### config.mk
export PLATFORM = sky130hd
export DESIGN_NAME = compacted_key_list_core
export DESIGN_NICKNAME = d
export VERILOG_FILES = /design/src/hw/rtl/ckl_pkg.sv /design/src/hw/rtl/ckl_ram.sv /design/src/hw/rtl/ckl_datapath.sv /design/src/hw/rtl/ckl_ctrl.sv /design/src/hw/rtl/compacted_key_list_core.sv
export SDC_FILE = /design/constraint.sdc
export NUM_CORES = 2
export LEC_CHECK = 0
export BUFFER_PORTS_ARGS = -buffer_cell sky130_fd_sc_hd__buf_2
export CAP_MARGIN = 40
export CORE_AREA = 5 5 626 628
export CTS_CLUSTER_DIAMETER = 120
export DETAILED_ROUTE_END_ITERATION = 8
export DIE_AREA = 0 0 631 633
export HOLD_SLACK_MARGIN = 0.1
export SYNTH_ARGS = -nofsm -noshare
export SYNTH_HDL_FRONTEND = slang
export SYNTH_SLANG_ARGS = --single-unit
### constraint.sdc
create_clock -name clk_i -period 19.25 [get_ports clk_i]
set_clock_uncertainty 0.1 [all_clocks]
set_input_delay 0.9625 -clock clk_i [delete_from_list [all_inputs] [get_ports clk_i]]
set_output_delay 0.9625 -clock clk_i [all_outputs]
set_load 0.01 [all_outputs]
### src/hw/rtl/ckl_pkg.sv
// Shared types and helpers for the compacted key list.
// Holds the payload structs, status and operation codes, controller states,
// the control interface structs and the key normalization function.
`default_nettype none

package ckl_pkg;

  localparam int unsigned KeyBytes = 24;
  localparam int unsigned KeyWidth = 8 * KeyBytes;

  typedef enum logic {
    OP_INSERT = 1'b0,
    OP_REMOVE = 1'b1
  } op_e;

  typedef enum logic [1:0] {
    ST_OK        = 2'd0,
    ST_FULL      = 2'd1,
    ST_NOT_FOUND = 2'd2
  } status_e;

  typedef struct packed {
    op_e         op;
    logic [63:0] key_word0;
    logic [63:0] key_word1;
    logic [63:0] key_word2;
  } ckl_req_t;

  typedef struct packed {
    status_e    status;
    logic [4:0] item_count;
  } ckl_res_t;

  typedef enum logic [2:0] {
    S_IDLE,
    S_DECIDE,
    S_SCAN,
    S_WAIT,
    S_FINISH,
    S_RESP
  } ckl_state_e;

  typedef struct packed {
    logic load;
    logic decide;
    logic rd_en;
    logic finish;
  } ckl_cmd_t;

  typedef struct packed {
    logic key_empty;
    logic is_remove;
    logic count_zero;
    logic last_issue;
  } ckl_stat_t;

  // Clears every byte from the first zero byte on. The key is laid out with
  // byte 0 in the low bits.
  function automatic logic [KeyWidth-1:0] ckl_normalize(input logic [KeyWidth-1:0] key);
    logic [KeyBytes-1:0] zero;
    logic [KeyBytes-1:0] mask;
    logic [KeyWidth-1:0] r;
    for (int b = 0; b < KeyBytes; b++) begin
      zero[b] = (key[8*b +: 8] == 8'd0);
    end
    for (int b = 0; b < KeyBytes; b++) begin
      mask = (KeyBytes'(1) << (b + 1)) - KeyBytes'(1);
      r[8*b +: 8] = (|(zero & mask)) ? 8'd0 : key[8*b +: 8];
    end
    return r;
  endfunction

endpackage

`default_nettype wire

### src/hw/rtl/ckl_ram.sv
// Generic single-write, single-read RAM with a registered read port.
// Depends on nothing; used for the key slot storage.
`default_nettype none

module ckl_ram #(
  parameter int unsigned WIDTH = 8,
  parameter int unsigned DEPTH = 16,
  parameter int unsigned AW    = (DEPTH > 1) ? $clog2(DEPTH) : 1
) (
  input  wire logic             clk_i,
  input  wire logic             we_i,
  input  wire logic [AW-1:0]    waddr_i,
  input  wire logic [WIDTH-1:0] wdata_i,
  input  wire logic             re_i,
  input  wire logic [AW-1:0]    raddr_i,
  output logic      [WIDTH-1:0] rdata_o
);

  logic [WIDTH-1:0] mem_q [DEPTH];

  always_ff @(posedge clk_i) begin
    if (we_i) begin
      mem_q[waddr_i] <= wdata_i;
    end
    if (re_i) begin
      rdata_o <= mem_q[raddr_i];
    end
  end

endmodule

`default_nettype wire

### src/hw/rtl/ckl_datapath.sv
// Datapath of the compacted key list: key register, count, slot memory,
// scan address counter, compare and shift logic. Depends on ckl_pkg, ckl_ram.
`default_nettype none

module ckl_datapath #(
  parameter int unsigned CAPACITY = 16
) (
  input  wire logic              clk_i,
  input  wire logic              rst_ni,
  input  wire ckl_pkg::ckl_req_t req_i,
  input  wire ckl_pkg::ckl_cmd_t cmd_i,
  output ckl_pkg::ckl_stat_t     stat_o,
  output ckl_pkg::ckl_res_t      res_o
);
  import ckl_pkg::*;

  localparam int unsigned CW = $clog2(CAPACITY + 1);
  localparam int unsigned AW = (CAPACITY > 1) ? $clog2(CAPACITY) : 1;

  logic [KeyWidth-1:0] key_q;
  op_e                 op_q;
  logic [CW-1:0]       count_q, count_d;
  logic [AW-1:0]       raddr_q;
  logic                rd_vld_q;
  logic [AW-1:0]       rd_idx_q;
  logic                found_q, found_d;
  ckl_res_t            res_q, res_d;

  logic                we;
  logic [AW-1:0]       waddr;
  logic [KeyWidth-1:0] wdata;
  logic [KeyWidth-1:0] rdata;
  logic                full;
  logic                key_empty;
  logic                insert_ok;

  assign full      = (count_q == CW'(CAPACITY));
  assign key_empty = (key_q[7:0] == 8'd0);
  assign insert_ok = cmd_i.decide && !key_empty && (op_q == OP_INSERT) && !full;

  assign stat_o.key_empty  = key_empty;
  assign stat_o.is_remove  = (op_q == OP_REMOVE);
  assign stat_o.count_zero = (count_q == '0);
  assign stat_o.last_issue = (CW'(raddr_q) == count_q - CW'(1));

  ckl_ram #(
    .WIDTH(KeyWidth),
    .DEPTH(CAPACITY),
    .AW   (AW)
  ) u_slots (
    .clk_i  (clk_i),
    .we_i   (we),
    .waddr_i(waddr),
    .wdata_i(wdata),
    .re_i   (cmd_i.rd_en),
    .raddr_i(raddr_q),
    .rdata_o(rdata)
  );

  always_comb begin
    we    = 1'b0;
    waddr = count_q[AW-1:0];
    wdata = key_q;
    if (insert_ok) begin
      we = 1'b1;
    end else if (rd_vld_q && found_q) begin
      we    = 1'b1;
      waddr = rd_idx_q - AW'(1);
      wdata = rdata;
    end
  end

  always_comb begin
    found_d = found_q;
    if (cmd_i.load) begin
      found_d = 1'b0;
    end else if (rd_vld_q && !found_q && (rdata == key_q)) begin
      found_d = 1'b1;
    end
  end

  always_comb begin
    count_d = count_q;
    res_d   = res_q;
    if (cmd_i.decide) begin
      res_d.status = ST_OK;
      if (key_empty) begin
        if (full) begin
          res_d.status = (op_q == OP_REMOVE) ? ST_NOT_FOUND : ST_FULL;
        end
      end else if (op_q == OP_INSERT) begin
        if (full) begin
          res_d.status = ST_FULL;
        end else begin
          count_d = count_q + CW'(1);
        end
      end else if (count_q == '0) begin
        res_d.status = ST_NOT_FOUND;
      end
      res_d.item_count = 5'(count_d);
    end else if (cmd_i.finish) begin
      if (found_q) begin
        res_d.status = ST_OK;
        count_d      = count_q - CW'(1);
      end else begin
        res_d.status = ST_NOT_FOUND;
      end
      res_d.item_count = 5'(count_d);
    end
  end

  always_ff @(posedge clk_i or negedge rst_ni) begin
    if (!rst_ni) begin
      count_q  <= '0;
      found_q  <= 1'b0;
      rd_vld_q <= 1'b0;
      raddr_q  <= '0;
    end else begin
      count_q  <= count_d;
      found_q  <= found_d;
      rd_vld_q <= cmd_i.rd_en;
      if (cmd_i.load) begin
        raddr_q <= '0;
      end else if (cmd_i.rd_en) begin
        raddr_q <= raddr_q + AW'(1);
      end
    end
  end

  always_ff @(posedge clk_i) begin
    if (cmd_i.load) begin
      key_q <= ckl_normalize({req_i.key_word2, req_i.key_word1, req_i.key_word0});
      op_q  <= req_i.op;
    end
    rd_idx_q <= raddr_q;
    res_q    <= res_d;
  end

  assign res_o = res_q;

`ifndef SYNTHESIS
  a_count_bound : assert property (@(posedge clk_i) disable iff (!rst_ni)
    count_q <= CW'(CAPACITY))
    else $error("stored count above capacity");

  a_shift_not_slot0 : assert property (@(posedge clk_i) disable iff (!rst_ni)
    (rd_vld_q && found_q) |-> (rd_idx_q != '0))
    else $error("shift write would target below slot zero");

  a_remove_shrinks : assert property (@(posedge clk_i) disable iff (!rst_ni)
    (cmd_i.finish && found_q) |=> (count_q == $past(count_q) - CW'(1)))
    else $error("successful remove did not shrink the list");

  a_insert_grows : assert property (@(posedge clk_i) disable iff (!rst_ni)
    insert_ok |=> (count_q == $past(count_q) + CW'(1)))
    else $error("successful insert did not grow the list");
`endif

endmodule

`default_nettype wire

### src/hw/rtl/ckl_ctrl.sv
// Controller state machine of the compacted key list.
// Sequences load, decision, slot scan and result; depends on ckl_pkg.
`default_nettype none

module ckl_ctrl (
  input  wire logic               clk_i,
  input  wire logic               rst_ni,
  input  wire logic               start,
  output logic                    busy,
  output logic                    result_valid_o,
  input  wire ckl_pkg::ckl_stat_t stat_i,
  output ckl_pkg::ckl_cmd_t       cmd_o
);
  import ckl_pkg::*;

  ckl_state_e state_q, state_d;

  always_ff @(posedge clk_i or negedge rst_ni) begin
    if (!rst_ni) begin
      state_q <= S_IDLE;
    end else begin
      state_q <= state_d;
    end
  end

  always_comb begin
    state_d        = state_q;
    cmd_o          = '0;
    busy           = (state_q != S_IDLE);
    result_valid_o = 1'b0;
    case (state_q)
      S_IDLE: begin
        if (start) begin
          cmd_o.load = 1'b1;
          state_d    = S_DECIDE;
        end
      end
      S_DECIDE: begin
        cmd_o.decide = 1'b1;
        if (!stat_i.key_empty && stat_i.is_remove && !stat_i.count_zero) begin
          state_d = S_SCAN;
        end else begin
          state_d = S_RESP;
        end
      end
      S_SCAN: begin
        cmd_o.rd_en = 1'b1;
        if (stat_i.last_issue) begin
          state_d = S_WAIT;
        end
      end
      S_WAIT: begin
        state_d = S_FINISH;
      end
      S_FINISH: begin
        cmd_o.finish = 1'b1;
        state_d      = S_RESP;
      end
      S_RESP: begin
        result_valid_o = 1'b1;
        state_d        = S_IDLE;
      end
      default: begin
        state_d = S_IDLE;
      end
    endcase
  end

endmodule

`default_nettype wire

### src/hw/rtl/compacted_key_list_core.sv
// Top level of the compacted key list: a packed list of up to CAPACITY keys.
// Joins ckl_ctrl and ckl_datapath; depends on ckl_pkg.
//
// Usage: drive req_i and raise start; the item is taken at a rising edge with
// start high and busy low. Each item is an insert or a remove of one key of up
// to 24 bytes; bytes after the first zero byte are ignored. Exactly one result
// follows per item, on res_o for one cycle with result_valid_o high. The
// receiver cannot stall; the result must be captured in that cycle.
// From the accepting edge, an insert, an empty key, or a remove on an empty list
// goes through the decide state to the result state; a remove that scans goes
// through decide, scan, wait and finish to the result. busy drops in the cycle
// after the result. The scan reads the slot memory one slot per cycle and moves
// each later entry up one slot as it streams past the hit.
// Reset clears the count to zero and returns the controller to idle; slot
// contents are left as they are, since only slots below the count are read.
`default_nettype none

module compacted_key_list_core #(
  parameter int unsigned CAPACITY = 16
) (
  input  wire logic              clk_i,
  input  wire logic              rst_ni,
  input  wire logic              start,
  output logic                   busy,
  input  wire ckl_pkg::ckl_req_t req_i,
  output logic                   result_valid_o,
  output ckl_pkg::ckl_res_t      res_o
);
  import ckl_pkg::*;

  ckl_cmd_t  cmd;
  ckl_stat_t stat;

  ckl_ctrl u_ctrl (
    .clk_i         (clk_i),
    .rst_ni        (rst_ni),
    .start         (start),
    .busy          (busy),
    .result_valid_o(result_valid_o),
    .stat_i        (stat),
    .cmd_o         (cmd)
  );

  ckl_datapath #(
    .CAPACITY(CAPACITY)
  ) u_datapath (
    .clk_i (clk_i),
    .rst_ni(rst_ni),
    .req_i (req_i),
    .cmd_i (cmd),
    .stat_o(stat),
    .res_o (res_o)
  );

endmodule

`default_nettype wire

# Word level (Yosys, flattened, before mapping)
# Memories as Yosys holds them, arrays and structs flattened. A register that Yosys moved wholly into a read port is not among the register bits.
# Index checks and enable logic that the tools add are counted.
# word_totals
elab_cells,153
rom_bits,0
mem_bits_rw,3072
inputBits,196
memories,1
out_inout_bits,9
regBits,218
latchBits,0
# classes
eq_ne,10
order_cmp,0
multipliers,0
n_mux,37
n_addsub,4
shifts,0
n_reduce_logical,67
bitwise,1
div,0
# mem_list
name,words,word_bits,read_ports,rd_clocked_by_memory_dff,write_ports,line_no,text
u_datapath.u_slots.mem_q,16,192,1,1,1,ckl_ram.sv:19,logic [WIDTH-1:0] mem_q [DEPTH];
# op_table
op,n
two-way mux 192 bit,2
logical NOT 8 bit,25
equality test 192 bit,1
two-way mux 5 bit,6
OR reduction 24 bit,1
OR reduction 23 bit,1
OR reduction 22 bit,1
OR reduction 21 bit,1
OR reduction 20 bit,1
OR reduction 19 bit,1
OR reduction 18 bit,1
OR reduction 17 bit,1
two-way mux 4 bit,4
OR reduction 16 bit,1
case mux 3 bit (5 select lines),1
OR reduction 15 bit,1
two-way mux 7 bit,2
OR reduction 14 bit,1
two-way mux 1 bit,13
OR reduction 13 bit,1
two-way mux 2 bit,6
OR reduction 12 bit,1
OR reduction 11 bit,1
OR reduction 10 bit,1
27 further kinds,44

# Logic depth before layout (Yosys ltp)
# logic_depth
word_depth,8
ltp_mapped,11
ltp_nobuf,8

# Hierarchy
# A second synthesis with hierarchy kept.
# unflattened
cells_unflattened,6291
hier_area_um2,134433.9
# by_module_without_submodules
module,area_each_um2,seq_area_each_um2,instances,cells_per_inst
ckl_ram,120724.5,98014.0,1,5024
ckl_datapath,13519.2,6361.1,1,1247
ckl_ctrl,190.2,75.1,1,20

# Worst setup path before layout
# No wires, ideal clock.
# synth_path
kind,register -> register
from,register u_datapath.count_q[0]
to,"memory u_datapath.u_slots.mem_q[4][0] in the netlist's numbering, enable pin"
setup_ns,0.980
setup_slack_ns,2.853
period_less_slack_ns,16.397
n_path_buf,2
required_time_ns,18.170
stages_incl_launch_ff,10
arrival_time_ns,15.317
path_cell_list,dfrtp_1 -> clkbuf_1 -> inv_1 -> ha_1 -> nor3b_1 -> nand2_1 -> a21oi_1 -> buf_2 -> mux2_2 -> nor3_1
# synth_via
elab_chain_len,6
word_cells_on_any_way,8
cone_classes,1 x eq/ne; 5 x mux; 2 x reduce/logical
# synth_rtl
element,line_no,text
start: declaration,ckl_datapath.sv:22,"logic [CW-1:0] count_q, count_d;"
start signal: assignment,ckl_datapath.sv:119,count_q <= count_d;
equality test 5 bit,ckl_datapath.sv:37,assign full = (count_q == CW'(CAPACITY));
logical NOT 1 bit,ckl_datapath.sv:39,assign insert_ok = cmd_i.decide && !key_empty && (op_q == OP_INSERT) && !full;
logical AND 1 bit,ckl_datapath.sv:39,
two-way mux 1 bit,ckl_datapath.sv:64,if (insert_ok) begin
two-way mux 1 bit,ckl_ram.sv:22,if (we_i) begin
two-way mux 1 bit (not written as such),ckl_ram.sv:23,mem_q[waddr_i] <= wdata_i;
end: declaration,ckl_ram.sv:19,
# Parallel ways exist; a longest one is shown, timed or not.

# Worst setup path after layout
# layout_path
from,register u_datapath.count_q[0]
to,"memory u_datapath.u_slots.mem_q[13][178] in the netlist's numbering, enable pin"
# The elaborated chain is that of the path after synthesis.

==> out/qor.yml <==
clock_tree:
  cts.sinks: 3482
  cts-root-buf: "clkbuf_16"
  cts_buffers: 354
  clk_pin_slew_ns: 0.06
  cts_tree: "done"
  clk_latency_ns: 0.89
  cts_buffer_depth: 4
  cts.htree.levels: 5
run:
  drv_cap: 0
synth:
  synth_edf_count: 3464
  synth_ff_type: "edfxtp_1"
  synthCells: 5813
  syn_area_per_cell_um2: 23.14
  ys_async_sr_fraction_pct: 0.4021
  synth_area_um2: 134500
  ys_seq_area_share_pct: 77.66
  synth.distinct_cells: 53
  synth-seq-cells: 3482
  ys_warn_count: 0
  synth_nets: 6013
power_and_ir_drop:
  vdd_drop_max_v: 0.00009936
  power_density_nw_per_um2: 125.6
  leakage_nw: 46.83
  power_mw: 19.39
placed_design:
  pre_cts_slack_ns: 12.12
  gp_congestion: 0.8000
  dp_hpwl_um: 219700
  port_buffers: 204
setup_path:
  r2r_end: "u_datapath.u_slots.mem_q[13][178]"
  crit_path_end_kind: "flop"
  worstSetupStartpointType: "flop"
  r2r_slack_ns: 12.15
  reg2regPathDepth: 11
  r2r-start: "u_datapath.count_q[0]"
  worstPathArrival_ns: 7.50
  cp_max_fo: 104
  crit_type: "flop to flop"
  required_ns: 19.65
timing:
  max_freq_mhz: 140.8
  timing.final.ws_setup_ns: 12.15
  report.final.slew_viol_count: 0
  rsz0062_at_grt: "false"
  fin_crit_sh_pct: 36.89
  setup_viol: 0
  fin_crit_ns: 7.101
  worst_slew_pin_slew_ns: 1.151
  fin_setup_tns_ns: 0
  slew_headroom_pct: 23.27
  report.final.hold_viol_count: 0
grt:
  grt_pass1_wl_um: 514400
  grt_max_degree: 148
  grt_use_total_pct: 18.03
  first_global_vias: 65048
  antenna_found_initial: 23
  overflow: 0
floorplan:
  die_h_um: 633
  fp.coreArea_um2: 384800
  die_area_um2: 399400
  dieWidth_um: 631
  start_util_pct: 34.95
  num_rows: 228
  pin_count: 205
route:
  firstDrtPassIters: 6
  post_drt_wl_per_cell_um: 31.55
  ant_nets: 0
  drt_iter0_markers: 7549
  postRouteWirelength_um: 367900
  viasPerCell: 5.465
  dr_total_vias: 63738
  drc: 0
worst_hold_path:
  hp-class: "input port to flop"
  worstHoldPathCells: 1
  hold_end: "u_datapath.op_q"
  min_from: "req_i[192]"
layout:
  fin_nets: 6526
  final_cell_mix: "edfxtp_1, mux4_2, clkbuf_16"
  final_common_cell: "edfxtp_1"
  drive_above_1_share_pct: 31.32
  nFillCells: 33258
  syn2layout_area_growth_pct: 14.72
outcome:
  status: "complete, no violations"
-- timing repair --
| action | in CTS | in global routing |
|---|---|---|
| hold buffers | 1 | 0 |
| endpoints found under the hold margin | 14 | 0 |
| setup endpoints to repair | 0 | 0 |
| gates resized for setup | 0 | 0 |
| setup buffers | 0 | 0 |
-- sequential cells by signal (all words and copies together), names as in the netlist --
signal                      flops
u_datapath.res_o                7
u_datapath.raddr_q              4
u_datapath.count_q              5
u_datapath.found_q              1
u_datapath.u_slots.rdata_o    192
u_datapath.op_q                 1
u_datapath.u_slots.mem_q     3072
u_datapath.rd_vld_q             1
u_datapath.rd_idx_q             4
u_datapath.key_q              192
u_ctrl.state_q                  3
-- critical path: stages, from the launching register on --
cell,delay [ns]
dfrtp_1,0.49
inv_1,0.19
ha_1,0.27
nor3b_1,0.60
nand2_1,0.34
a21oi_4,0.71
buf_12,0.62
a31oi_1,0.46
nor2_4,0.75
buf_4,0.53
buf_12,0.72
buf_4,0.68
-- area by class of cell --
class                   instances  area (um^2)  area share, %
diodes                         14        35.03        0.02271
well taps                    5060         6331          4.103
multi-input cells            1922        28680          18.59
clock inverters               197         1468         0.9513
repair buffers                449         3630          2.353
clock buffers                 422         9241          5.990
flip-flops and latches       3482       104500          67.71
inverters                     117        439.2         0.2846
-- synth_stat cells, types with 4 or more instances --
cell type / n / area (um^2)
nand2_1: 112 / 420.4
or4_1: 15 / 112.6
ha_1: 4 / 50.05
o22ai_1: 34 / 212.7
nor2b_1: 52 / 325.3
nor3_1: 15 / 75.07
buf_1: 35 / 131.4
dfxtp_1: 4 / 80.08
a31oi_1: 6 / 37.54
a21oi_1: 10 / 50.05
nor4b_1: 12 / 105.1
nor2_1: 43 / 161.4
clkbuf_1: 207 / 777.0
nor3b_1: 6 / 45.04
a2111oi_0: 14 / 122.6
nand4_1: 24 / 150.1
nand3_1: 14 / 70.07
xor2_1: 61 / 534.3
buf_2: 50 / 250.2
o2111ai_1: 4 / 35.03
and3_1: 33 / 206.5
dfrtp_1: 14 / 350.3
mux2i_1: 4 / 40.04
o21ai_0: 49 / 245.2
nor4_1: 114 / 713.2
nand2b_1: 20 / 125.1
inv_1: 117 / 439.2
and2_1: 72 / 450.4
mux2_2: 151 / 1700
edfxtp_1: 3464 / 104000
a2111o_1: 4 / 45.04
a22o_1: 10 / 87.58
xnor2_1: 48 / 420.4
a221oi_1: 5 / 43.79
mux4_2: 960 / 21620
-- worst max path at each step --
stage / to / cells after the start / slack, ns / start
floorplan: u_datapath.u_slots.mem_q[4][0] / 9 / 2.85 / u_datapath.count_q[0]
global placement: u_datapath.u_slots.mem_q[15][23] / 11 / 11.77 / u_datapath.count_q[0]
detailed placement: u_datapath.u_slots.mem_q[13][167] / 11 / 12.12 / u_datapath.count_q[0]
CTS: u_datapath.u_slots.mem_q[13][115] / 11 / 12.09 / u_datapath.count_q[0]
global route: u_datapath.u_slots.mem_q[13][115] / 11 / 11.86 / u_datapath.count_q[0]
finish: u_datapath.u_slots.mem_q[13][178] / 11 / 12.15 / u_datapath.count_q[0]
-- where the power goes --
part	leakage, nW	total [mW]	internal, mW	switching [mW]
combinational	10.2	3.50	1.55	1.95
clock	5.23	6.49	3.66	2.83
sequential	31.4	9.39	9.10	0.298
total	46.8	19.4	14.3	5.08
-- kinds of logic after synthesis --
logic type | after synthesis | synth area share, %
adder cells (fa/ha/maj) | 4 | 0.03721
multiplexers | 1115 | 17.37
flip-flops | 3482 | 77.66
buffers and inverters | 409 | 1.188
AND/OR/NAND/NOR | 539 | 2.243
AO/OA/AOI/OAI | 155 | 0.7907
XOR/XNOR | 109 | 0.7098
-- through the flow --
| step | std cells | area (um^2) | util (%) | hold slack, ns |
|---|---|---|---|---|
| floorplan | 5813 | 134500 | - | 0.2454 |
| CTS | 11647 | 154200 | 40.08 | 0.1360 |
| detailed placement | 11027 | 143500 | 37.29 | 0.5228 |
| finish | 11663 | 154300 | 40.09 | 0.2056 |
| global route | 11654 | 154300 | 40.09 | 0.1718 |
| global placement | 10927 | 142300 | 36.97 | 0.5109 |
-- routing by layer --
layer | track usage [%] | wire [um] | vias to the layer above
met1 | 24.42 | 148300 | 34785
li1 | - | - | 25747
met3 | 2.479 | 23920 | 522
met4 | 6.165 | 13570 | 8
met5 | 0 | 55 | -
met2 | 30.06 | 182200 | 2676
No activity file was read; power rests on OpenSTA's default activity.
